$ cat config.mk
export PLATFORM = sky130hd
export DESIGN_NAME = mlc_mac
export DESIGN_NICKNAME = d
export VERILOG_FILES = /design/src/design/mlc_pkg.sv /design/src/design/mlc_mac.sv
export SDC_FILE = /design/constraint.sdc
export NUM_CORES = 2
export LEC_CHECK = 0
export ABC_AREA = 1
export BUFFER_PORTS_ARGS = -buffer_cell sky130_fd_sc_hd__buf_2
export CORE_ASPECT_RATIO = 1.4
export CORE_MARGIN = 2
export CORE_UTILIZATION = 45
export CTS_CLUSTER_SIZE = 14
export DETAILED_ROUTE_END_ITERATION = 6
export GPL_ROUTABILITY_DRIVEN = 0
export PLACE_DENSITY = 0.59
export SLEW_MARGIN = 20
export SYNTH_ARGS = -nofsm -noshare
export SYNTH_HDL_FRONTEND = slang
export SYNTH_SLANG_ARGS = --single-unit
$ cat constraint.sdc
create_clock -name clock -period 10.8 [get_ports clock]
set_input_delay 1.08 -clock clock [delete_from_list [all_inputs] [get_ports clock]]
set_output_delay 1.08 -clock clock [all_outputs]
set_load 0.02 [all_outputs]
$ cat src/design/mlc_pkg.sv
// ---------------------------------------------------------------------------
// Marker locator package
// Beat payloads, table entry layout, fixed-point constants and helpers.
// ---------------------------------------------------------------------------
`default_nettype none

package mlc_pkg;

   localparam logic CMD_LOAD   = 1'b0;
   localparam logic CMD_LOCATE = 1'b1;

   localparam int ATAN_ENTRIES = 24;
   localparam int TH_W  = 36;
   localparam int CS_W  = 34;
   localparam int MA_W  = 35;
   localparam int MB_W  = 34;
   localparam int ACC_W = 72;

   localparam logic signed [20:0]     PI_Q16      = 21'sd205887;
   localparam logic signed [TH_W-1:0] PI_Q30      = 36'sd3373259426;
   localparam logic signed [TH_W-1:0] HALF_PI_Q30 = 36'sd1686629713;
   localparam logic signed [TH_W-1:0] TWO_PI_Q30  = 36'sd6746518852;
   localparam logic signed [CS_W-1:0] GAIN_Q30    = 34'sd652032874;

   typedef struct packed {
      logic              cmd;
      logic [3:0]        slot;
      logic [9:0]        marker_id;
      logic [7:0]        markers_seen;
      logic signed [31:0] vec_x;
      logic signed [31:0] vec_y;
      logic signed [31:0] vec_z;
      logic signed [19:0] angle;
   } req_payload_type;

   typedef struct packed {
      logic [9:0]         found_id;
      logic signed [31:0] map_x;
      logic signed [31:0] map_y;
      logic signed [31:0] map_z;
   } rsp_payload_type;

   typedef struct packed {
      logic [9:0]         marker_id;
      logic signed [31:0] pos_x;
      logic signed [31:0] pos_y;
      logic signed [31:0] pos_z;
      logic signed [19:0] yaw;
   } slot_entry_type;

   typedef struct packed {
      logic                  go;
      logic                  first;
      logic                  sub;
      logic signed [MA_W-1:0] a;
      logic signed [MB_W-1:0] b;
   } mac_op_type;

   function automatic logic signed [TH_W-1:0] atan_q30(input logic [4:0] idx);
      logic signed [TH_W-1:0] v;
      case (idx)
         5'd0:    v = 36'sh03243F6A8;
         5'd1:    v = 36'sh01DAC6705;
         5'd2:    v = 36'sh00FADBAFC;
         5'd3:    v = 36'sh007F56EA6;
         5'd4:    v = 36'sh003FEAB76;
         5'd5:    v = 36'sh001FFD55B;
         5'd6:    v = 36'sh000FFFAAA;
         5'd7:    v = 36'sh0007FFF55;
         5'd8:    v = 36'sh0003FFFEA;
         5'd9:    v = 36'sh0001FFFFD;
         5'd10:   v = 36'sh0000FFFFF;
         5'd11:   v = 36'sh00007FFFF;
         5'd12:   v = 36'sh00003FFFF;
         5'd13:   v = 36'sh00001FFFF;
         5'd14:   v = 36'sh00000FFFF;
         5'd15:   v = 36'sh000007FFF;
         5'd16:   v = 36'sh000003FFF;
         5'd17:   v = 36'sh000001FFF;
         5'd18:   v = 36'sh000000FFF;
         5'd19:   v = 36'sh0000007FF;
         5'd20:   v = 36'sh0000003FF;
         5'd21:   v = 36'sh0000001FF;
         5'd22:   v = 36'sh0000000FF;
         5'd23:   v = 36'sh00000007F;
         default: v = '0;
      endcase
      return v;
   endfunction

   // round half up from Q46 to Q16
   function automatic logic signed [41:0] rnd30(input logic signed [ACC_W-1:0] acc);
      logic signed [ACC_W-1:0] t;
      t = acc + (72'sd1 <<< 29);
      return t[ACC_W-1:30];
   endfunction

   function automatic logic signed [31:0] sat32(input logic signed [42:0] v);
      logic signed [31:0] r;
      if (v > 43'sd2147483647)
         r = 32'sh7FFFFFFF;
      else if (v < -43'sd2147483648)
         r = 32'sh80000000;
      else
         r = v[31:0];
      return r;
   endfunction

endpackage

`default_nettype wire

$ cat src/design/mlc_mac.sv
// ---------------------------------------------------------------------------
// Marker locator multiply-accumulate
// Registered product, then add or subtract into the accumulator.
// ---------------------------------------------------------------------------
`default_nettype none

module mlc_mac (
   input  wire logic                                clock,
   input  wire logic                                reset,
   input  wire mlc_pkg::mac_op_type                 op,
   output      logic signed [mlc_pkg::ACC_W-1:0]    acc
);
   localparam int PW = mlc_pkg::MA_W + mlc_pkg::MB_W;

   logic signed [PW-1:0]              prod_ff;
   logic                              go_ff;
   logic                              first_ff;
   logic                              sub_ff;
   logic signed [mlc_pkg::ACC_W-1:0]  acc_ff;
   logic signed [mlc_pkg::ACC_W-1:0]  base;
   logic signed [mlc_pkg::ACC_W-1:0]  term;

   assign base = first_ff ? '0 : acc_ff;
   assign term = mlc_pkg::ACC_W'(prod_ff);
   assign acc  = acc_ff;

   always_ff @(posedge clock) begin
      if (reset) begin
         go_ff <= 1'b0;
      end else begin
         go_ff <= op.go;
      end
   end

   always_ff @(posedge clock) begin
      prod_ff  <= PW'(op.a) * PW'(op.b);
      first_ff <= op.first;
      sub_ff   <= op.sub;
      if (go_ff) begin
         acc_ff <= sub_ff ? (base - term) : (base + term);
      end
   end
endmodule

`default_nettype wire

* Word-level counts from Yosys, hierarchy flattened *
Index checks and enable logic that the tools add are counted.

operators by class
  add/subtract/negate cells = 2
  $mul = 1
  muxes and demuxes = 2

operator list
  operator                                        count
  72-bit 2-to-1 mux                               2
  72-bit by 69-bit adder with 72-bit output       1
  72-bit by 69-bit subtractor with 72-bit output  1
  35-bit by 34-bit multiplier with 69-bit output  1

storage, ports and cells
  bits of input ports = 74
  register bits = 144
  output and inout port bits = 72

* Logic depth before layout (Yosys ltp) *
  word-level depth = 3
  mapped depth = 35
  depth with buffers taken out = 33

* Worst setup path before layout *
Ideal clock, no wire load.

  path type = input to register
  from = in op[68] (netlist bit)
  to = reg prod_ff[66]
  setup slack = 2735 ps
  path buffers = 2
  cell stages on the path = 26
  arrival time = 7953 ps
  setup time = 112 ps
  cells stage by stage = clkbuf_1 clkbuf_1 nand2_1 inv_1 fa_1 fa_1 inv_1 fa_1 inv_1 fa_1 inv_1 fa_1 inv_1 fa_1 inv_1 fa_1 inv_1 fa_1 ha_1 nand2_1 nor2_1 nand2_1 nor4_1 nand2_1 nand3_1 nand2_1

on the way
  word-level cells in the longest chain between the ends = 1

ends and longest elaborated chain
  element                                         line           text
  from (decl)                                     mlc_mac.sv:10  input wire mlc_pkg::mac_op_type op,
  35-bit by 34-bit multiplier with 69-bit output  mlc_mac.sv:36  prod_ff <= PW'(op.a) * PW'(op.b);
  to (signal assigned)                            mlc_mac.sv:36
  to (decl)                                       mlc_mac.sv:15  logic signed [PW-1:0] prod_ff;

No other way between the ends.
A chain may end at the register's enable or synchronous reset.

* Worst setup path in the final report *
  from = in op[11] (netlist bit)
  to = reg prod_ff[62]

The elaborated chain is that of the path after synthesis.

==> metrics.txt <==
status finished, violations left; violated checks DRC; Total Wirelength just under 200 mm; worst r2r src prod_ff[0]$_DFF_P_; top cells by area, synth fa_1, inv_1, nand2_1; post-synthesis sequential area ratio 0.0615; Final ANT Viol Nets 0; worst min-delay path endpoint acc[2]$_DFFE_PP_; Sink Count 144; # hold bufs at CTS 0; FF-to-FF path depth 20; synthesis-to-layout area growth 4.73%; Slowest cell on crit path buf_2; Reg2Reg Setup Slack roughly 5700 ps; hold_ws roughly 700 ps; Syn Std Cell Area around 59,000 sq um; CTS Root Cell clkbuf_16; Initial Utilization 0.453; fraction of the cycle the final worst path needs 0.829; critical path's largest stage delay around 800 ps; # DRC 2; HP Start go_ff$_SDFF_PP0_; RSZ-0062 raised after global routing false; largest net degree at the start of global routing between 70 and 80; Buf/Inv on CP 5; vias in the first global route about 54,000; Synth Area per Inst just over 7 sq um; CTS tree done; synthesized net count 9,730; Yosys top cell area share 0.435; DRT Pass-1 Iters 7; Worst setup startpoint op[11]; Worst slew margin 0.229; total number of vias roughly 49,000; drt initial violations slightly above 3,000; setup tns final 0 ps; share of layout cells above drive strength 1 0.0356; initial antenna violation count 9; Finish-stage setup viols 0; EDFF count, synth 72; worst-margin pin slew 1160 ps; total setup buffers inserted after CTS 0; num rows around 160; Die Area between 100,000 and 150,000 sq um; Post-DP HPWL ~160 mm; clk_lat worst skew ~470 ps; Post-synth ARST share 0; GRT Util Overall 0.300; dominant synthesized flop cell edfxtp_1; Warnings, synthesis 0; CP Max Fanout 35; Worst Path Arrival 9310 ps; first-pass GRT wire length between 300 and 400 mm; num ports approximately 150; routed len/inst approximately 20 um; Clock transition at path regs ~70 ps; routed vias/inst slightly above 5; Worst R2R End acc[65]$_DFFE_PP_; Crit Path Category in2reg; largest area contributor in the netlist fa_1; GR Overflow Total 0; Netlist cell types 47; CP required roughly 11,000 ps; Die H 431 um; nets@finish just under 10,000; top-count cell post-synth inv_1; most frequent CP cell fa_1; post_cts resized 0; Setup crit end kind flop; die width a little over 300 um; minimum clock period just under 9000 ps; input/output buffers between 100 and 150; worst clock skew about 13 ps; Worst Setup Start Kind primary input; Slew Limit Fails 0; CP cell instances buf_2 -> nand2_1 -> inv_1 -> fa_1 -> inv_1 -> fa_1 -> fa_1 -> inv_1 -> fa_1 -> fa_1 -> fa_1 -> fa_1 -> fa_1 -> ha_1 -> nand2_1 -> nor2_1 -> inv_1 -> nor3_1 -> nand2_1 -> nor3_1 -> nand2_1 -> nand3_1 -> nand2_1; final hold viol count 0; final design utilization 0.475; Max H-tree Level 4; Yosys reg bits roughly 140; max_cap viols 0; clk buf depth 2; cell family with most CP delay adder cells; Fmax roughly 110 MHz; Mapped Cells between 8,000 and 9,000; hold depth 0; top post-synthesis cells by count inv_1, nand2_1, fa_1, nor2_1, clkbuf_1; CTS Buf Count 17; Worst Hold Class reg2reg; Core Area around 130,000 sq um
placed cells by master, fill, tap and decap left out, drive strengths merged, types with 2 or more instances in the layout:
cell	count
ha	278
o31ai	3
a21o	5
xnor2	23
nor3b	3
o21ai	106
nand2	2336
buf	195
clkbuf	17
o21a	4
clkinvlp	2
o211ai	2
o21bai	26
nand4	57
and2	3
clkinv	4
nor2	498
a21oi	167
fa	1274
nor4	12
nand3b	11
nand3	169
inv	2527
xor2	121
edfxtp	72
or2	11
diode	7
nor3	35
dfxtp	72
logic make-up after synthesis:
family	count (synthesis)	synth area share
AND/OR/NAND/NOR	3136	0.213
adder cells (fa/ha/maj)	1552	0.495
AO/OA/AOI/OAI	316	0.0293
buffers and inverters	2812	0.180
XOR/XNOR	144	0.0215
flip-flops	144	0.0615
through the flow:
step                      cell area (sq um)  instances  worst slack (ps)
after floorplan                       58600       8104              2730
after global placement                60800       9744              1610
after detailed placement              60800       9744              1560
after CTS                             61300       9776              2060
after global routing                  61300       9778              1440
final                                 61400       9783              1850
state kept, by name, summed over array words and instances (netlist names):
| register | count |
|---|---|
| acc | 72 |
| sub_ff | 1 |
| go_ff | 1 |
| first_ff | 1 |
| prod_ff | 69 |
worst max path at each step:
stage | to | slack (ps) | depth (start not counted)
after floorplan | prod_ff[66]$_DFF_P_ | 2730 | 26
after global placement | prod_ff[62]$_DFF_P_ | 1610 | 23
after detailed placement | prod_ff[62]$_DFF_P_ | 1560 | 23
final | prod_ff[62]$_DFF_P_ | 1850 | 23
after CTS | prod_ff[62]$_DFF_P_ | 2060 | 23
after global routing | prod_ff[62]$_DFF_P_ | 1440 | 23
cell type report:
class                           instances  area [sq um]
Tap cell                             1738          2170
Inverter                             2519          9460
Multi-Input combinational cell       5148         44400
Clock buffer                           17           425
Clock inverter                         15           149
Fill cell                           13200         67900
Sequential cell                       144          3610
Timing Repair Buffer                  195          1100
Antenna cell                            7          17.5
routing by layer:
metal	global-route usage	wire, um
met2	0.548	99100
met4	0.181	13900
met1	0.328	68700
met3	0.0412	11000
met5	0	55
Power is left out: the tool's default activity adds up to more than one toggle a clock period on the data nets, which glitch-free logic cannot reach.
