--- config.mk ---
export PLATFORM = sky130hd
export DESIGN_NAME = mlc_cordic
export DESIGN_NICKNAME = d
export VERILOG_FILES = /design/src/design/mlc_pkg.sv /design/src/design/mlc_cordic.sv
export SDC_FILE = /design/constraint.sdc
export NUM_CORES = 2
export LEC_CHECK = 0
export ABC_AREA = 1
export BUFFER_PORTS_ARGS = -buffer_cell sky130_fd_sc_hd__buf_2
export CORE_UTILIZATION = 52
export DETAILED_ROUTE_END_ITERATION = 10
export HOLD_SLACK_MARGIN = 0.02
export PLACE_DENSITY = 0.68
export SLEW_MARGIN = 10
export SYNTH_ARGS = -nofsm -noshare
export SYNTH_HDL_FRONTEND = slang
export SYNTH_SLANG_ARGS = --single-unit
export TNS_END_PERCENT = 30
--- constraint.sdc ---
create_clock -name clock -period 8.5 [get_ports clock]
set_input_delay 0.425 -clock clock [delete_from_list [all_inputs] [get_ports clock]]
set_output_delay 0.425 -clock clock [all_outputs]
set_load 0.1 [all_outputs]
--- src/design/mlc_pkg.sv ---
// ---------------------------------------------------------------------------
// Marker locator package
// Beat payloads, table entry layout, fixed-point constants and helpers.
// ---------------------------------------------------------------------------
`default_nettype none

package mlc_pkg;

   localparam logic CMD_LOAD   = 1'b0;
   localparam logic CMD_LOCATE = 1'b1;

   localparam int ATAN_ENTRIES = 24;
   localparam int TH_W  = 36;
   localparam int CS_W  = 34;
   localparam int MA_W  = 35;
   localparam int MB_W  = 34;
   localparam int ACC_W = 72;

   localparam logic signed [20:0]     PI_Q16      = 21'sd205887;
   localparam logic signed [TH_W-1:0] PI_Q30      = 36'sd3373259426;
   localparam logic signed [TH_W-1:0] HALF_PI_Q30 = 36'sd1686629713;
   localparam logic signed [TH_W-1:0] TWO_PI_Q30  = 36'sd6746518852;
   localparam logic signed [CS_W-1:0] GAIN_Q30    = 34'sd652032874;

   typedef struct packed {
      logic              cmd;
      logic [3:0]        slot;
      logic [9:0]        marker_id;
      logic [7:0]        markers_seen;
      logic signed [31:0] vec_x;
      logic signed [31:0] vec_y;
      logic signed [31:0] vec_z;
      logic signed [19:0] angle;
   } req_payload_type;

   typedef struct packed {
      logic [9:0]         found_id;
      logic signed [31:0] map_x;
      logic signed [31:0] map_y;
      logic signed [31:0] map_z;
   } rsp_payload_type;

   typedef struct packed {
      logic [9:0]         marker_id;
      logic signed [31:0] pos_x;
      logic signed [31:0] pos_y;
      logic signed [31:0] pos_z;
      logic signed [19:0] yaw;
   } slot_entry_type;

   typedef struct packed {
      logic                  go;
      logic                  first;
      logic                  sub;
      logic signed [MA_W-1:0] a;
      logic signed [MB_W-1:0] b;
   } mac_op_type;

   function automatic logic signed [TH_W-1:0] atan_q30(input logic [4:0] idx);
      logic signed [TH_W-1:0] v;
      case (idx)
         5'd0:    v = 36'sh03243F6A8;
         5'd1:    v = 36'sh01DAC6705;
         5'd2:    v = 36'sh00FADBAFC;
         5'd3:    v = 36'sh007F56EA6;
         5'd4:    v = 36'sh003FEAB76;
         5'd5:    v = 36'sh001FFD55B;
         5'd6:    v = 36'sh000FFFAAA;
         5'd7:    v = 36'sh0007FFF55;
         5'd8:    v = 36'sh0003FFFEA;
         5'd9:    v = 36'sh0001FFFFD;
         5'd10:   v = 36'sh0000FFFFF;
         5'd11:   v = 36'sh00007FFFF;
         5'd12:   v = 36'sh00003FFFF;
         5'd13:   v = 36'sh00001FFFF;
         5'd14:   v = 36'sh00000FFFF;
         5'd15:   v = 36'sh000007FFF;
         5'd16:   v = 36'sh000003FFF;
         5'd17:   v = 36'sh000001FFF;
         5'd18:   v = 36'sh000000FFF;
         5'd19:   v = 36'sh0000007FF;
         5'd20:   v = 36'sh0000003FF;
         5'd21:   v = 36'sh0000001FF;
         5'd22:   v = 36'sh0000000FF;
         5'd23:   v = 36'sh00000007F;
         default: v = '0;
      endcase
      return v;
   endfunction

   // round half up from Q46 to Q16
   function automatic logic signed [41:0] rnd30(input logic signed [ACC_W-1:0] acc);
      logic signed [ACC_W-1:0] t;
      t = acc + (72'sd1 <<< 29);
      return t[ACC_W-1:30];
   endfunction

   function automatic logic signed [31:0] sat32(input logic signed [42:0] v);
      logic signed [31:0] r;
      if (v > 43'sd2147483647)
         r = 32'sh7FFFFFFF;
      else if (v < -43'sd2147483648)
         r = 32'sh80000000;
      else
         r = v[31:0];
      return r;
   endfunction

endpackage

`default_nettype wire

--- src/design/mlc_cordic.sv ---
// ---------------------------------------------------------------------------
// Marker locator sine/cosine unit
// Milliradian rounding, range folding and iterative CORDIC rotation.
// ---------------------------------------------------------------------------
`default_nettype none

module mlc_cordic #(
   parameter int CORDIC_STEPS = 16
) (
   input  wire logic                                clock,
   input  wire logic                                reset,
   input  wire logic                                start,
   input  wire logic signed [19:0]                  angle,
   output      logic                                done,
   output      logic signed [mlc_pkg::CS_W-1:0]     cos_out,
   output      logic signed [mlc_pkg::CS_W-1:0]     sin_out
);
   localparam int IW = $clog2(CORDIC_STEPS);
   localparam int TW = mlc_pkg::TH_W;
   localparam int CW = mlc_pkg::CS_W;

   typedef enum logic [3:0] {
      C_IDLE, C_MRAD, C_MUL, C_QUO, C_SIGN, C_RED, C_FOLD, C_ITER, C_DONE
   } state_type;

   state_type          state_ff;
   logic               done_ff;
   logic               neg_ff;
   logic [19:0]        u_ff;
   logic [13:0]        mrad_ff;
   logic [34:0]        p1_ff;
   logic [19:0]        v_ff;
   logic [12:0]        q_ff;
   logic signed [TW-1:0] th_ff;
   logic               flip_ff;
   logic signed [CW-1:0] x_ff;
   logic signed [CW-1:0] y_ff;
   logic [IW-1:0]      i_ff;
   logic signed [CW-1:0] cos_ff;
   logic signed [CW-1:0] sin_ff;

   logic signed [20:0] a_wide;
   logic [19:0]        u_in;
   logic [29:0]        u30;
   logic [29:0]        scaled;
   logic [40:0]        qprod;
   logic [TW-1:0]      mag;
   logic signed [CW-1:0] dx;
   logic signed [CW-1:0] dy;
   logic signed [TW-1:0] at;

   assign a_wide = 21'(angle);
   assign u_in   = angle[19] ? 20'(-a_wide) : 20'(a_wide);
   assign u30    = 30'(u_ff);
   assign scaled = (u30 << 10) - (u30 << 4) - (u30 << 3) + 30'd32768;
   assign qprod  = 41'(v_ff) * 41'd1073742;
   assign mag    = TW'(p1_ff) + TW'(q_ff);
   assign dx     = y_ff >>> i_ff;
   assign dy     = x_ff >>> i_ff;
   assign at     = mlc_pkg::atan_q30(5'(i_ff));

   assign done    = done_ff;
   assign cos_out = cos_ff;
   assign sin_out = sin_ff;

   always_ff @(posedge clock) begin
      if (reset) begin
         state_ff <= C_IDLE;
         done_ff  <= 1'b0;
      end else begin
         done_ff <= (state_ff == C_DONE);
         case (state_ff)
            C_IDLE: begin
               if (start) begin
                  neg_ff   <= angle[19];
                  u_ff     <= u_in;
                  state_ff <= C_MRAD;
               end
            end
            C_MRAD: begin
               mrad_ff  <= scaled[29:16];
               state_ff <= C_MUL;
            end
            C_MUL: begin
               p1_ff    <= 35'(mrad_ff) * 35'd1073741;
               v_ff     <= 20'(mrad_ff) * 20'd103 + 20'd62;
               state_ff <= C_QUO;
            end
            C_QUO: begin
               q_ff     <= qprod[39:27];
               state_ff <= C_SIGN;
            end
            C_SIGN: begin
               th_ff    <= neg_ff ? -$signed(mag) : $signed(mag);
               state_ff <= C_RED;
            end
            C_RED: begin
               if (th_ff > mlc_pkg::PI_Q30) begin
                  th_ff <= th_ff - mlc_pkg::TWO_PI_Q30;
               end else if (th_ff < -mlc_pkg::PI_Q30) begin
                  th_ff <= th_ff + mlc_pkg::TWO_PI_Q30;
               end
               state_ff <= C_FOLD;
            end
            C_FOLD: begin
               if (th_ff > mlc_pkg::HALF_PI_Q30) begin
                  th_ff   <= th_ff - mlc_pkg::PI_Q30;
                  flip_ff <= 1'b1;
               end else if (th_ff < -mlc_pkg::HALF_PI_Q30) begin
                  th_ff   <= th_ff + mlc_pkg::PI_Q30;
                  flip_ff <= 1'b1;
               end else begin
                  flip_ff <= 1'b0;
               end
               x_ff     <= mlc_pkg::GAIN_Q30;
               y_ff     <= '0;
               i_ff     <= '0;
               state_ff <= C_ITER;
            end
            C_ITER: begin
               if (!th_ff[TW-1]) begin
                  x_ff  <= x_ff - dx;
                  y_ff  <= y_ff + dy;
                  th_ff <= th_ff - at;
               end else begin
                  x_ff  <= x_ff + dx;
                  y_ff  <= y_ff - dy;
                  th_ff <= th_ff + at;
               end
               if (i_ff == IW'(CORDIC_STEPS - 1)) begin
                  state_ff <= C_DONE;
               end else begin
                  i_ff <= i_ff + 1'b1;
               end
            end
            C_DONE: begin
               cos_ff   <= flip_ff ? -x_ff : x_ff;
               sin_ff   <= flip_ff ? -y_ff : y_ff;
               state_ff <= C_IDLE;
            end
            default: state_ff <= C_IDLE;
         endcase
      end
   end
endmodule

`default_nettype wire

After elaboration in Yosys (flattened, before gate mapping)
Memories as Yosys holds them, arrays and structs flattened. A register that Yosys moved wholly into a read port is not among the register bits.
Cells that the tools add are included.
{"block": "word_totals", "romBits": 480, "latch_bits": 0, "mem_count": 1, "regBits": 285, "out_inout_bits": 69, "ram_bits": 0}
{"name": "(name not given)", "words": 16, "word_bits": 30, "rd": 1, "rd_ports_with_merged_regs": 1, "write_ports": 0, "line_no": "mlc_pkg.sv:61", "source": "case (idx)"}
{"block": "op_classes", "n_mul": 3, "shifts": 2, "add_sub_neg": 20, "div": 0, "reduce_logical": 13, "order_cmp": 4, "n_mux": 21, "bitwise_logic": 1, "eq_ne": 14}
{"cell": "2-to-1 mux 36 bit", "n": 6}
{"cell": "one-hot mux 36 bit (4 select lines)", "n": 1}
{"cell": "2-to-1 mux 34 bit", "n": 4}
{"cell": "one-hot mux 34 bit (2 select lines)", "n": 2}
{"cell": "adder 34 bit", "n": 2}
{"cell": "negation 34 bit", "n": 2}
{"cell": ">>> shifter 34 x 4 -> 34 bit", "n": 2}
{"cell": "subtractor 34 bit", "n": 2}
{"cell": "multiplier 20 x 20 -> 39 bit, second input constant", "n": 1}
{"cell": "adder 35 x 13 -> 36 bit", "n": 1}
{"cell": "adder 36 x 33 -> 36 bit, second input constant", "n": 1}
{"cell": "adder 36 x 34 -> 36 bit, second input constant", "n": 1}
{"cell": "adder 36 bit", "n": 1}
{"cell": "greater-than comparator 36 x 32 -> 1 bit, second input constant", "n": 1}
{"cell": "greater-than comparator 36 x 33 -> 1 bit, second input constant", "n": 1}
{"cell": "< comparator 36 x 32 -> 1 bit, second input constant", "n": 1}
{"cell": "< comparator 36 x 33 -> 1 bit, second input constant", "n": 1}
{"cell": "negation 36 bit", "n": 1}
{"cell": "subtractor 36 x 33 -> 36 bit, second input constant", "n": 1}
{"cell": "subtractor 36 x 34 -> 36 bit, second input constant", "n": 1}
{"cell": "subtractor 36 bit", "n": 1}
{"cell": "multiplier 14 x 21 -> 35 bit, second input constant", "n": 1}
{"cell": "one-hot mux 4 bit (8 select lines)", "n": 1}
{"cell": "adder 30 x 16 -> 30 bit, second input constant", "n": 1}
{"cell": "other kinds (23)", "n": 41}

Logic depth before layout (Yosys ltp)
{"block": "logic_depth", "word_depth": 4, "ltp_mapped": 32, "mapped_depth_nobuf": 31}

Least setup slack after synthesis
No wires, ideal clock.
{"block": "synth_path", "path_kind": "input-to-reg", "startpoint": "in reset", "endpoint": "reg cos_ff[0], in the netlist cos_out[0], enable pin", "t_arrival_ps": 7138, "slack_ps": 700, "stages": 2, "n_path_buf": 1, "path_cell_list": "clkbuf_1 > nor4_1"}
{"block": "synth_between", "elab_chain_cells": 2}
{"item": "from (decl)", "line_no": "mlc_cordic.sv:11", "source": "input wire logic reset,"}
{"item": "NOT 1 bit (no source line)"}
{"item": "AND reduction 2 bit (no source line)"}
{"item": "to (signal assigned)", "line_no": "mlc_cordic.sv:137", "source": "cos_ff <= flip_ff ? -x_ff : x_ff;"}
{"item": "to (decl)", "line_no": "mlc_cordic.sv:39", "source": "logic signed [CW-1:0] cos_ff;"}
Every way passes these cells.
A chain may end at the register's enable or synchronous reset.

Worst setup path after layout
{"block": "layout_path", "startpoint": "reg mrad_ff[11]", "endpoint": "reg p1_ff[30] (data pin)"}
{"block": "layout_between", "elab_chain_cells": 1}
{"item": "from (decl)", "line_no": "mlc_cordic.sv:30", "source": "logic [13:0] mrad_ff;"}
{"item": "from (signal assigned)", "line_no": "mlc_cordic.sv:81", "source": "mrad_ff <= scaled[29:16];"}
{"item": "multiplier 14 x 21 -> 35 bit", "line_no": "mlc_cordic.sv:85", "source": "p1_ff <= 35'(mrad_ff) * 35'd1073741;"}
{"item": "to (signal assigned)", "line_no": "mlc_cordic.sv:85"}
{"item": "to (decl)", "line_no": "mlc_cordic.sv:31", "source": "logic [34:0] p1_ff;"}
Every way passes these cells.

==> run metrics <==
Max-cap violations=0; ranking of synthesized cells by area=edfxtp_1, ha_1, nand2_1; cts bufs inserted=41; crit path cell chain=ha_1 -> inv_1 -> fa_1 -> fa_1 -> inv_1 -> fa_1 -> inv_1 -> fa_1 -> fa_1 -> inv_1 -> ha_1 -> nand2_1 -> nor4_1 -> a21oi_1 -> o21ai_0 -> nand2_1 -> nand3_1 -> nand2_1 -> o211ai_1 -> xor2_1; die height=298 um; non-filler instance count after layout=7736; WP data required=8.81 ns; met2 usage=49.9%; clock tree buffer depth=3; Clk Latency, worst-skew pair=0.59 ns; Routed WL=143 mm; CTS Root Cell=clkbuf_16; Crit path depth=20; area occupied by multi-input gates=31900 um^2; Final #Nets=7329; register area=9060 um^2; 1st-iter DRT viols=4012; TritonCTS Sinks=313; grt total ovfl=0; Hold Path Cell Cnt=1; status=finished clean; grt met3 use=4.00%; Post-CTS Setup Repair Bufs=0; CP most frequent cell=fa_1; Final Cell Area=48300 um^2; Critical Path Start Type=flop; Yosys cell types=60; wire per inst=18.5 um; Synth Instances=6526; initial antenna violation count=2; fin crit share=67.6%; Cell Rows=108; hold_buf cts=0; # DRC=0; Synth Flop Type=edfxtp_1; core area=86800 um^2; syn avg cell area=6.97 um^2; clk slew on worst S/H paths=0.06 ns; WP data arrival=6.06 ns; Initial DRT Pass Iterations=6; IO Pins=92; Worst Path Buf+Inv=4; Seq/Total Area, Yosys=19.9%; Layout fillers=8704; unrepaired setup endpoints after global routing=false; setup TNS=0 ns; register bit count reported by yosys=313; vias in the first global route=41200; Async SR Flop Fraction=0%; Min-Delay Path Class=in -> reg; crit path kind=reg -> reg; maximum VDD drop=0.000475 V; worst slew pin tran=1.13 ns; PD cells=291 nW/um^2; width of the die=298 um; Lkg Pwr=23.6 nW; net count after synthesis=7305; busiest grt layer=met2; post-synth top area share=18.4%; R2R cell count=20; Post-synth EDFFs=279; CTS tree=done; Layout area overhead=6.24%; Worst slew margin=24.7%; DR vias=44000; die area=88700 um^2; final worst path period need=5.75 ns; Slowest-stage cell, CP=edfxtp_1; hpwl dp=116 mm; Hold WS=0.0621 ns; post-route ant nets=0; H-tree depth=2; Gates resized, CTS repair=0; Vias/cell=5.68; critical path endpoint category=flop; most frequent cells in the layout=nand2_1, inv_1, nor2_1, ha_1, nand3_1; Final Skew=0.0268 ns; CP peak stage delay=0.55 ns; share of cells above drive strength 1=4.12%; global-route usage over all layers=31.5%; CP delay by family, top=adder cells; Slew Limit Fails=0; leading area contributor after synthesis=edfxtp_1; largest net degree at the start of global routing=139; Register-to-Register Setup Slack=2.75 ns; Cell Area, Synth=45500 um^2; commonest non-fill, non-tap cell in the layout=nand2_1; first-pass GRT wire length=223 mm; placer congestion estimate=0.992; met1 GRT Util=45.2%; final setup violation count=0; # port buffers=91; starting density of the core=52.4%; Ys Warns=0; Post-DP Area=47000 um^2; Peak Freq=174 MHz; Placed Cells=7662; Crit Path Max Fanout=8; final hold vios=0
logic make-up after synthesis:
group / after synthesis / synth area share [%]
and+or+nand+nor: 2854 / 26.5
buffers and inverters: 1182 / 10.0
AOI/OAI and AO/OA: 1109 / 13.7
adders and majority gates: 756 / 23.9
DFF: 313 / 19.9
xor gates and xnor gates: 311 / 5.99
muxes: 1 / 0.0220
flip-flops by register name, indices dropped and copies added, names as in the netlist:
name and count:
mrad_ff 14, u_ff 20, sin_out 34, v_ff 19
i_ff 4, flip_ff 1, x_ff 34, at 29
done 1, q_ff 13, y_ff 34, th_ff 36
p1_ff 35, state_ff 4, cos_out 34, neg_ff 1
layout make-up:
type	instances	share of cell area [%]
flip-flops and latches	313	18.7
clock inverters	26	0.448
repair buffers	116	1.36
multi-input cells	5031	66.1
inverters	1047	8.13
clock buffers	47	2.28
well taps	1155	2.99
diodes	1	0.00518
stage by stage:
step           utilization, %  power, mW  worst slack [ns]
6_report                 55.7       14.1              2.75
5_1_grt                  55.7       15.6              2.34
4_1_cts                  55.7       14.1              2.74
3_5_place_dp             54.2       12.2              2.76
3_3_place_gp             54.2       12.2              2.84
2_1_floorplan               -       9.72             0.700
synthesized netlist by cell type, types with 36 or more instances:
library cell,n
fa_1,187
a21o_1,39
clkbuf_1,60
a21oi_1,437
nor3_1,98
a31oi_1,70
o21ai_1,66
o21a_1,36
inv_1,1025
nand4_1,103
xor2_1,245
nand2_1,1457
ha_1,569
edfxtp_1,279
o21ai_0,327
nor2_1,586
xnor2_1,66
nand3_1,482
path summary, 6_finish.rpt:
kind | endpoint | startpoint
hold reg to reg | sin_out[0] | y_ff[0]
setup reg to reg | p1_ff[30] | mrad_ff[11]
hold / removal | u_ff[0] | angle[0]
setup / recovery | p1_ff[30] | mrad_ff[11]
where the power goes:
part           internal [mW]  switching (mW)
sequential              2.08           0.121
clock                  0.998           0.760
combinational           3.84            6.27
per-layer routing:
layer  share of wire (%)  wire length (um)  up-vias
met3                 7.7             11000      199
met1                  46             65100    20600
li1                    -                 -    21700
met5                   0                 0        -
met4                 2.6              3660        0
met2                  44             63000     1488
Power figures use the tool's default switching activity.
