## config.mk

```make
export PLATFORM = sky130hd
export DESIGN_NAME = mlc_ram
export DESIGN_NICKNAME = d
export VERILOG_FILES = /design/src/design/mlc_ram.sv
export SDC_FILE = /design/constraint.sdc
export NUM_CORES = 1
export LEC_CHECK = 0
export ABC_AREA = 0
export BUFFER_PORTS_ARGS = -buffer_cell sky130_fd_sc_hd__buf_2
export CAP_MARGIN = 5
export CORE_MARGIN = 2
export CORE_UTILIZATION = 35
export DETAILED_ROUTE_END_ITERATION = 16
export GPL_TIMING_DRIVEN = 0
export PLACE_DENSITY_LB_ADDON = 0.3
export RECOVER_POWER = 25
export SKIP_CTS_REPAIR_TIMING = 1
export SLEW_MARGIN = 0
export SYNTH_ARGS = -nofsm -noshare
export SYNTH_HDL_FRONTEND = slang
export SYNTH_SLANG_ARGS = --single-unit
```

## constraint.sdc

```tcl
create_clock -name clock -period 2.15 [get_ports clock]
set_input_delay 0.215 -clock clock [delete_from_list [all_inputs] [get_ports clock]]
set_output_delay 0.215 -clock clock [all_outputs]
set_load 0.03 [all_outputs]
```

## src/design/mlc_ram.sv

```systemverilog
// ---------------------------------------------------------------------------
// Generic RAM
// One write port, one read port with registered read data.
// ---------------------------------------------------------------------------
`default_nettype none

module mlc_ram #(
   parameter int WIDTH = 8,
   parameter int DEPTH = 16,
   localparam int AW = (DEPTH > 1) ? $clog2(DEPTH) : 1
) (
   input  wire logic                 clock,
   input  wire logic                 we,
   input  wire logic [AW-1:0]        waddr,
   input  wire logic [WIDTH-1:0]     wdata,
   input  wire logic [AW-1:0]        raddr,
   output      logic [WIDTH-1:0]     rdata
);
   logic [WIDTH-1:0] mem [DEPTH];

   always_ff @(posedge clock) begin
      if (we) begin
         mem[waddr] <= wdata;
      end
      rdata <= mem[raddr];
   end
endmodule

`default_nettype wire

```

# After elaboration in Yosys (flattened, before gate mapping)
# Memory sizes are Yosys's and may differ from the RTL's. A register that Yosys moved wholly into a read port is not among the register bits.
# Index checks and enable logic that the tools add are counted.
# op_classes
n_mux	2
# ops
operator	n
2-to-1 mux 1 bit	2
# totals
elab_cells	3
ram_bits	128
ff_bits	0
inputBits	18
out_inout_bits	8
memories	1
# mem_list
name	depth	word_bits	rd	rd_ports_with_merged_regs	write_ports	line	text
mem	16	8	1	1	1	19	logic [WIDTH-1:0] mem [DEPTH];

# Depth between registers and ports, before layout
# Gate-level depths: netlist (run 1).
# logic_depth
ltp_word	2
depth_mapped	5
mapped_depth_nobuf	3

# Worst setup path after synthesis (run 1)
# No wires, ideal clock.
# synth_timing
path_kind	input-to-reg
startpoint	input port waddr[2]
endpoint	memory mem[0][0] (enable)
path_stages	2
path_slack_ns	0.442
t_required_ns	1.767
arrival_ns	1.325
n_path_buf	0
cell_sequence	or3b_2 nor3_1
# synth_rtl
element	line	text
start, declared	14	input wire logic [AW-1:0] waddr,
end, declared	19	
# Straight into the memory's write port.

# Worst setup path after layout (run 1)
# layout_timing
startpoint	input port waddr[2]
endpoint	memory mem[0][1] (enable)
# Straight into the memory's write port.

==> results of run 1 <==
cell usage in the layout, fill, tap and decap left out, drive strengths merged:
master | synthesis | layout
edfxtp | 128 | 128
mux4 | 32 | 32
buf | 7 | 26
clkbuf | 0 | 25
a22oi | 16 | 16
nor2 | 13 | 13
nand2 | 9 | 9
bufinv | 0 | 8
dfxtp | 8 | 8
clkinv | 0 | 5
nor3 | 4 | 4
clkdlybuf4s25 | 3 | 3
nand3b | 2 | 2
nand2b | 2 | 2
clkinvlp | 0 | 2
nor2b | 1 | 1
and2 | 1 | 1
and2b | 1 | 1
nand3 | 1 | 1
or3b | 1 | 1
area by class of cell:
cell class	count	area (µm²)	area share, %
Sequential cell	136	4000	64.5
Multi-Input combinational cell	83	1060	17.0
Clock buffer	17	425	6.85
Clock inverter	15	279	4.49
Tap cell	184	230	3.71
Timing Repair Buffer	27	130	2.09
Buffer	10	86.3	1.39
sequential cells by signal, indices dropped and copies added (netlist names):
register  cells
rdata         8
mem         128
through the flow:
stage | utilization (%) | instance area, µm² | total power [mW] | worst slack, ns | cells
finish | 43.1 | 6210 | 6.73 | 0.520 | 472
global route | 43.1 | 6210 | 6.94 | 0.469 | 472
CTS | 43.1 | 6210 | 6.79 | 0.231 | 470
detailed placement | 38.2 | 5510 | 3.36 | -0.214 | 438
global placement | 38.1 | 5500 | 3.35 | -0.160 | 437
floorplan | - | 5150 | 3.22 | 0.442 | 229
per-layer routing:
| layer | routed length, µm | up-vias | track usage (%) |
|---|---|---|---|
| met5 | 0 | - | 0 |
| met4 | 138 | 0 | 4.90 |
| met3 | 556 | 13 | 4.58 |
| met2 | 4960 | 72 | 21.2 |
| met1 | 4580 | 1237 | 19.2 |
| li1 | - | 1069 | - |
Yosys cell counts, drive strengths merged:
master           n  area, µm²
nor2b            1       6.26
nand2b           2       12.5
or3b             1       8.76
edfxtp         128       3840
a22oi           16        120
nor3             4       20.0
nand2            9       33.8
buf              7       56.3
mux4            32        773
clkdlybuf4s25    3       30.0
nor2            13       48.8
and2b            1       7.51
dfxtp            8        160
nand3            1       5.00
and2             1       6.26
nand3b           2       15.0
critical path, stage by stage:
cell and delay, ns:
buf_2 0.13, or3b_2 0.51, nor3_1 0.58, clkbuf_2 0.30
final timing paths:
path	end	depth (start not counted)	startpoint	slack [ns]
setup / recovery	mem[0][1]	4	waddr[2]	0.52
hold / removal	mem[3][2]	1	wdata[2]	0.23
setup reg to reg	rdata[3]	3	mem[1][3]	0.63
hold reg to reg	rdata[3]	3	mem[12][3]	0.67
logic make-up after synthesis:
| logic type | after synthesis | share of synthesized area, % |
|---|---|---|
| AO/OA/AOI/OAI | 16 | 2.33 |
| AND/OR/NAND/NOR | 35 | 3.18 |
| buffers and inverters | 10 | 1.68 |
| flip-flops | 136 | 77.8 |
| multiplexers | 32 | 15.0 |
power groups by stage:
stage	Combinational [mW]	Clock, mW	Sequential [mW]
2_1_floorplan	0.150	0	3.07
3_3_place_gp	0.318	0	3.03
3_5_place_dp	0.323	0	3.04
4_1_cts	0.324	3.49	2.98
5_1_grt	0.342	3.61	2.98
6_report	0.318	3.43	2.98
==> metrics.md, run 1 <==
| Metric | Value |
|---|---|
| Status | complete, no violations |
| Number of H-tree levels | 4 |
| Root Buffer Master | clkbuf_16 |
| Switching power total | 1.25 mW |
| Mapped cell area | 5150 µm² |
| Final hold violation count | 0 |
| Final Max Slew Viols | 0 |
| Layout Nets | around 290 |
| Core Region | 14400 µm² |
| GP Congestion | just over 0.8 |
| Pre-antenna DRT Iters | 4 |
| GRT overflow | 0 |
| Setup violators final | 0 |
| Die W | about 130 µm |
| Syn avg cell area | about 22 µm² |
| Startpoint Class | primary input |
| Synth Net Count | roughly 250 |
| VDD IR max | about 880 µV |
| Slew @ Worst Pin | roughly 1.3 ns |
| RSZ-0062 raised after global routing | false |
| GR Util All Layers | 14.0% |
| Post-synthesis sequential area ratio | slightly below 80% |
| Ys Warns | 0 |
| Crit path max fanout | 5 |
| Vias/cell | 5.07 |
| Drt wl/cell | 21.7 µm |
| Max Cap Viol | 0 |
| Clock Pin Slew Worst Setup and Hold Paths | approximately 0.060 ns |
| Ant. Diodes | 0 |
| Fraction of layout cells with a size suffix above 1 | ~28% |
| Initial core utilization | a little over a third |
| Antenna viol nets, final | 0 |
| Synth Register Bits | approximately 140 |
| Number of global-route vias before repair | ~2500 |
| Inserted Clock Buffers | 17 |
| Switch share | between 10% and 20% |
| Clock sink total | about 140 |
| Post-route minimum period | 1.63 ns |
| PD cells | 1080 nW/µm² |
| Total internal power | 5.48 mW |
| Via Count | 2391 |
| Worst path required time | approximately 2.3 ns |
| HPWL after DPL | approximately 6500 µm |
| Largest net degree at the start of global routing | 17 |
| Fillers | around 1300 |
| Final WL | 10200 µm |
| Die height | approximately 130 µm |
| CP Class | primary input to register |
| Clock power frac | 51.0% |
| First-pass GRT wire length | approximately 16000 µm |
| Maximum clock path buffer count | 2 |
| Rows | 44 |
| WHS | between 0.2 and 0.25 ns |
| DRC | 0 |
| Hold/Removal Path Class | primary input to register |
| Die Area | 15700 µm² |
| Setup_tns | 0 ns |
| Crit path DAT | between 1.5 and 2 ns |
| I/O Buffers | 24 |
| Post-Syn Instances | ~230 |
| Final worst clock skew | a little over 0.004 ns |
| Slew Limit Headroom | 16.0% |
| Tcrit/Tclk final | about three quarters |
| CTS tree | done |
| Synth-to-Final Area Change | 20.7% |
| Clk_lat worst skew | 0.41 ns |
| Reg power frac | between 40% and 50% |
| Gate power share | between 4 and 5% |
| Fmax | about 610 MHz |
| Crit path capture type | register |
| Leakage | 2.08 nW |
| I/O Pins | 26 |
| Antenna violations before repair | 0 |
| Drt initial violations | about 200 |
| Unique cell type count in the Yosys netlist | 19 |
Power figures use the tool's default switching activity.
==> inputs of run 2 (changes only) <==
Settings changed: ABC_AREA 0 to 1.
Clock period 2.15 ns to 1.5 ns, I/O delays scaled along.
==> metrics.md, run 2 <==
| Metric | Value |
|---|---|
| Final WS setup | 0.203 ns (-0.317 ns) |
| Startpoint Class | primary input |
| Mapped cell area | 5770 µm² (+12%) |
| Pre-CTS setup slack | -0.212 ns (+0.00248 ns) |
| Clock power frac | 48.7% (-2.3 points) |
| Worst path bufs/invs | 1 (-1) |
| Fmax | between 700 and 800 MHz |
| Crit path DAT | 1.34 ns (-0.41 ns) |
| CP Class | primary input to register |
| Synth top area cells | edfxtp_1, nand2_1, nand3_1 |
| Number of H-tree levels | 4 (unchanged) |
| Die height | 132 µm (+5.7%) |
| Drt wl/cell | 17.0 µm (-22%) |
| Setup_tns | 0 ns (unchanged) |
| Post-synthesis sequential area ratio | 69.4% (-8.4 points) |
| Max incr delay on CP | 0.78 ns (+0.20 ns) |
| Tcrit/Tclk final | 86.5% |
| Status | complete, no violations |
| Most common cell in the netlist | nand2_1 |
| I/O Buffers | 22 (-8.3%) |
| Setup violators final | 0 (unchanged) |
| GRT overflow | 0 (unchanged) |
| CTS tree | done |
| Switch share | 21.0% (+2.4 points) |
| VDD IR max | 762 µV (-14%) |
| Synth Register Bits | 136 (unchanged) |
| Largest register FFs | 128 (unchanged) |
| Post-Syn Instances | 551 (+140%) |
| Largest net degree at the start of global routing | 17 (unchanged) |
| Switching power total | 1.99 mW (+59%) |
| Maximum clock path buffer count | 2 (unchanged) |
| Root Buffer Master | clkbuf_16 |
| WHS | 0.178 ns (-0.0518 ns) |
| Slew @ Worst Pin | 0.958 ns (-0.293 ns) |
| Via Count | 3859 (+61%) |
| Inserted Clock Buffers | 17 (unchanged) |
| Clk_lat worst skew | 0.43 ns (+0.02 ns) |
| Die Area | 17500 µm² (+12%) |
| Ant. Diodes | 0 (unchanged) |
| Slowest CP cell | nor2_1 |
| Post-route minimum period | approximately 1.3 ns |
| Crit path max fanout | 8 (+3) |
| Crit path capture type | register |
| Final worst clock skew | 0.0129 ns (+0.00878 ns) |
| Slew Limit Headroom | 35.9% (+20 points) |
| Leakage | 2.92 nW (+41%) |
| Gate power share | 6.3% (+1.6 points) |
| Most frequent cells in the layout | nand2_1, edfxtp_1, inv_1, nand3_1, buf_2 |
| Synth Net Count | 569 (+130%) |
| Core Region | 16000 µm² (+11%) |
| Most common cell after layout, fill and taps aside | nand2_1 |
| Fraction of layout cells with a size suffix above 1 | 12.1% (-16 points) |
| Syn avg cell area | 10.5 µm² (-53%) |
| Total internal power | 7.49 mW (+37%) |
| Layout Nets | 610 (+110%) |
| CP top delay family | simple AND/OR/NAND/NOR gates |
| Clock sink total | 136 (unchanged) |
| Fillers | 1559 (+21%) |
| Util after Layout | 42.5% (-0.54 points) |
| Final Max Slew Viols | 0 (unchanged) |
| Largest area contributor in the netlist | edfxtp_1 |
| Top FF cell, synth | edfxtp_1 |
| Antenna violations before repair | 0 (unchanged) |
| Unique cell type count in the Yosys netlist | 12 (-7) |
| Number of synthesized flops with an enable pin | 128 (unchanged) |
| Top cells by instance count after synthesis | nand2_1, edfxtp_1, inv_1 |
| Max Cap Viol | 0 (unchanged) |
| HPWL after DPL | 9260 µm (+42%) |
| Number of global-route vias before repair | 3738 (+49%) |
| CP cell instances | buf_2 -> nand3b_1 -> nor2_1 |
| Synth-to-Final Area Change | 18.0% |
| First-pass GRT wire length | 21200 µm (+37%) |
| Worst path required time | 1.54 ns (-0.73 ns) |
| Final WL | 13900 µm (+36%) |
| Top-area cell type share of the netlist area | 66.7% (-8.0 points) |
| Initial core utilization | 36.0% (+0.35 points) |
| DRC | 0 (unchanged) |
| Post-synth ARST share | 0% (unchanged) |
| Drt initial violations | 437 (+120%) |
| Final hold violation count | 0 (unchanged) |
| Rows | 46 (+4.5%) |
| PD cells | 1390 nW/µm² (+29%) |
| Reg power frac | 45.0% (+0.7 points) |
| GR Util All Layers | 16.6% (+2.6 points) |
| Clock Pin Slew Worst Setup and Hold Paths | 0.06 ns (about the same) |
| Antenna viol nets, final | 0 (unchanged) |
| I/O Pins | 26 (unchanged) |
| Pre-antenna DRT Iters | 5 (+1) |
| Hold/Removal Path Class | primary input to register |
| RSZ-0062 raised after global routing | false |
| Die W | 132 µm (+5.7%) |
| Ys Warns | 0 (unchanged) |
| GP Congestion | 0.874 (+6.4%) |
| Vias/cell | 4.70 (-7.2%) |
| Largest regs | mem: 128 flops, rdata: 8 flops |
| Largest register by flop count | mem |
## run 2: cells by family after synthesis
group,after synthesis,share of synthesized area [%]
buffers and inverters,126,9.52
AND/OR/NAND/NOR,289,21.0
flip-flops,136,69.4
## run 2: final timing paths
kind | start | depth (start not counted) | slack, ns | to
min reg2reg | mem[12][5] | 6 | 0.72 | rdata[5]
max reg2reg | mem[1][3] | 6 | 0.43 | rdata[3]
max | waddr[3] | 3 | 0.20 | mem[7][3]
min | wdata[3] | 1 | 0.18 | mem[3][3]
## run 2: power groups by stage
stage / registers (mW) / clock network, mW / logic (mW)
floorplan: 4.40 / 0 / 0.300
global placement: 4.35 / 0 / 0.589
detailed placement: 4.35 / 0 / 0.596
CTS: 4.27 / 4.67 / 0.599
global route: 4.28 / 4.82 / 0.654
finish: 4.27 / 4.62 / 0.599
## run 2: metrics by stage
step | instances | power [mW] | instance area [µm²]
5_1_grt | 821 | 9.75 | 6810
2_1_floorplan | 551 | 4.70 | 5770
3_3_place_gp | 789 | 4.94 | 6150
3_5_place_dp | 789 | 4.95 | 6150
6_report | 821 | 9.49 | 6810
4_1_cts | 821 | 9.54 | 6810
## run 2: metal layers
metal | track usage (%) | up-vias | part of all wire (%)
met4 | 8.06 | 0 | 2.6
met1 | 22.3 | 1828 | 46
li1 | - | 1859 | -
met5 | 0 | - | 0
met3 | 3.96 | 27 | 6.2
met2 | 25.4 | 145 | 45
## run 2: final cells by class
cell class | instances | area [µm²] | area share (%)
flip-flops and latches | 136 | 4000 | 58.8
multi-input cells | 289 | 1210 | 17.8
well taps | 216 | 270 | 3.97
inverters | 102 | 383 | 5.63
clock inverters | 11 | 194 | 2.85
clock buffers | 21 | 470 | 6.91
repair buffers | 22 | 104 | 1.53
plain buffers | 24 | 166 | 2.45
==> inputs of run 3 (changes only) <==
Settings changed: ABC_AREA 1 to default, CORE_ASPECT_RATIO from default to 1.75.
==> metrics.md, run 3 (same netlist as run 1, synthesis figures left out) <==
| Metric | Value |
|---|---|
| Worst path required time | 1.79 ns (+0.25 ns) |
| Clock sink total | 136 (unchanged) |
| Maximum clock path buffer count | 2 (unchanged) |
| Tcrit/Tclk final | 96.8% (+10 points) |
| Fillers | 1261 (-19%) |
| Via Count | 2391 (-38%) |
| Slowest CP cell | mux4_1 |
| Slew @ Worst Pin | 0.845 ns (-0.113 ns) |
| GR Util All Layers | 14.5% (-2.1 points) |
| Total power | 8.71 mW (-8.2%) |
| Core Region | 14400 µm² (-10%) |
| Worst Hold Path Cells | 1 (unchanged) |
| Most common cell after layout, fill and taps aside | edfxtp_1 |
| Crit path max fanout | 1 (-7) |
| Final worst clock skew | 0.00431 ns (-0.00863 ns) |
| Fin cells | 467 (-43%) |
| Placed cells | 434 (-45%) |
| Largest net degree at the start of global routing | 17 (unchanged) |
| Hold_sp | wdata[1] |
| FF-to-FF setup slack | 0.05 ns (-0.38 ns) |
| WHS Endpoint | mem[1][1] |
| Drt initial violations | 212 (-51%) |
| Ant. Diodes | 0 (unchanged) |
| Drt wl/cell | 21.5 µm (+27%) |
| WHS | 0.158 ns (-0.0195 ns) |
| Pre-antenna DRT Iters | 4 (-1) |
| Status | complete, no violations |
| Root Buffer Master | clkbuf_16 |
| Max Cap Viol | 0 (unchanged) |
| Vias/cell | 5.12 (+8.9%) |
| Setup_tns | 0 ns (unchanged) |
| Final Max Slew Viols | 0 (unchanged) |
| Final WL | 10000 µm (-28%) |
| Die W | 95.7 µm (-28%) |
| Crit path capture type | register |
| CP cell instances | mux4_1 -> a22oi_1 -> nand2_1 |
| Most frequent cells in the layout | edfxtp_1, buf_2, mux4_2, clkbuf_16, a22oi_1 |
| DRC | 0 (unchanged) |
| Hold/Removal Path Class | primary input to register |
| Layout Nets | 293 (-52%) |
| Synth-to-Final Area Change | 18.1% (about the same) |
| Multi-input gate area | 1060 µm² (-12%) |
| Die Area | 15700 µm² (-10%) |
| I/O Buffers | 24 (+9.1%) |
| CTS tree | done |
| Post-route minimum period | 1.45 ns (+0.155 ns) |
| Number of H-tree levels | 4 (unchanged) |
| Startpoint Class | register |
| CP Class | register to register |
| Clock Pin Slew Worst Setup and Hold Paths | 0.06 ns (about the same) |
| Largest register FFs | 128 (unchanged) |
| Leakage | 2.01 nW (-31%) |
| HPWL after DPL | 6800 µm (-27%) |
| Slew Limit Headroom | 43.5% (+7.5 points) |
| Initial core utilization | 35.8% (-0.22 points) |
| I/O Pins | 26 (unchanged) |
| Largest register by flop count | mem |
| R2R cell count | 3 (-3) |
| Antenna viol nets, final | 0 (unchanged) |
| GRT overflow | 0 (unchanged) |
| Crit Reg-Reg Endpoint | rdata[1] |
| Largest regs | mem: 128 flops, rdata: 8 flops |
| Crit path DAT | 1.74 ns (+0.40 ns) |
| Rows | 58 (+26%) |
| VDD IR max | 682 µV (-10%) |
| Number of global-route vias before repair | 2598 (-30%) |
| Fraction of layout cells with a size suffix above 1 | 26.8% (+15 points) |
| Clk_lat worst skew | 0.40 ns (-0.03 ns) |
| FF+latch area | 4000 µm² (unchanged) |
| FF-to-FF Start | mem[2][1] |
| PD cells | 1430 nW/µm² (+2.8%) |
| First-pass GRT wire length | 15400 µm (-27%) |
| Die height | 164 µm (+24%) |
| Inserted Clock Buffers | 17 (unchanged) |
| Final hold violation count | 0 (unchanged) |
| Max incr delay on CP | 0.57 ns (-0.21 ns) |
| Fmax | 689 MHz (-11%) |
| RSZ-0062 raised after global routing | false |
| Antenna violations before repair | 0 (unchanged) |
| GP Congestion | 0.855 (-2.2%) |
| Setup violators final | 0 (unchanged) |
[run 3: area by class of cell]
type                       count  area share [%]
clock inverter                10            2.12
sequential                   136            65.9
clock buffer                  21            7.24
tap                          180            3.70
buffer                        10            1.42
timing repair buffer          27            2.18
multi-input combinational     83            17.5
[run 3: through the flow]
step	cell area, µm²	utilization [%]	worst slack [ns]
after floorplan	5150	-	0.0839
after global placement	5500	38.3	-0.487
after detailed placement	5510	38.3	-0.538
after CTS	6070	42.3	-0.109
after global routing	6080	42.3	0.0113
final	6080	42.3	0.0477
[run 3: layer usage]
| layer | GRT usage [%] | part of all wire (%) |
|---|---|---|
| met3 | 3.28 | 4.2 |
| met4 | 9.42 | 4.9 |
| met5 | 0 | 0 |
| met1 | 16.0 | 37 |
| met2 | 24.7 | 54 |
[run 3: how the worst max path moves through the flow]
| stage | startpoint | end | slack [ns] | depth (start not counted) |
|---|---|---|---|---|
| 2_1_floorplan | waddr[2] | mem[3][0] | 0.08 | 2 |
| 3_5_place_dp | waddr[2] | mem[8][2] | -0.54 | 3 |
| 3_3_place_gp | waddr[2] | mem[8][2] | -0.49 | 3 |
| 6_report | mem[2][1] | rdata[1] | 0.05 | 3 |
| 4_1_cts | waddr[2] | mem[8][4] | -0.11 | 3 |
| 5_1_grt | waddr[2] | mem[1][6] | 0.01 | 3 |
[run 3: worst max-delay path: cells and delay by family, from the launching register on]
kind	cells	cell delay (ns)
flip-flops	1	0.36
AO/OA/AOI/OAI	1	0.30
multiplexers	1	0.57
AND/OR/NAND/NOR	1	0.10
[run 3: report_power, final]
| part | switching [mW] | internal (mW) |
|---|---|---|
| combinational | 0.286 | 0.168 |
| clock | 1.40 | 2.58 |
| sequential | 0.0182 | 4.25 |
| total | 1.71 | 7.00 |
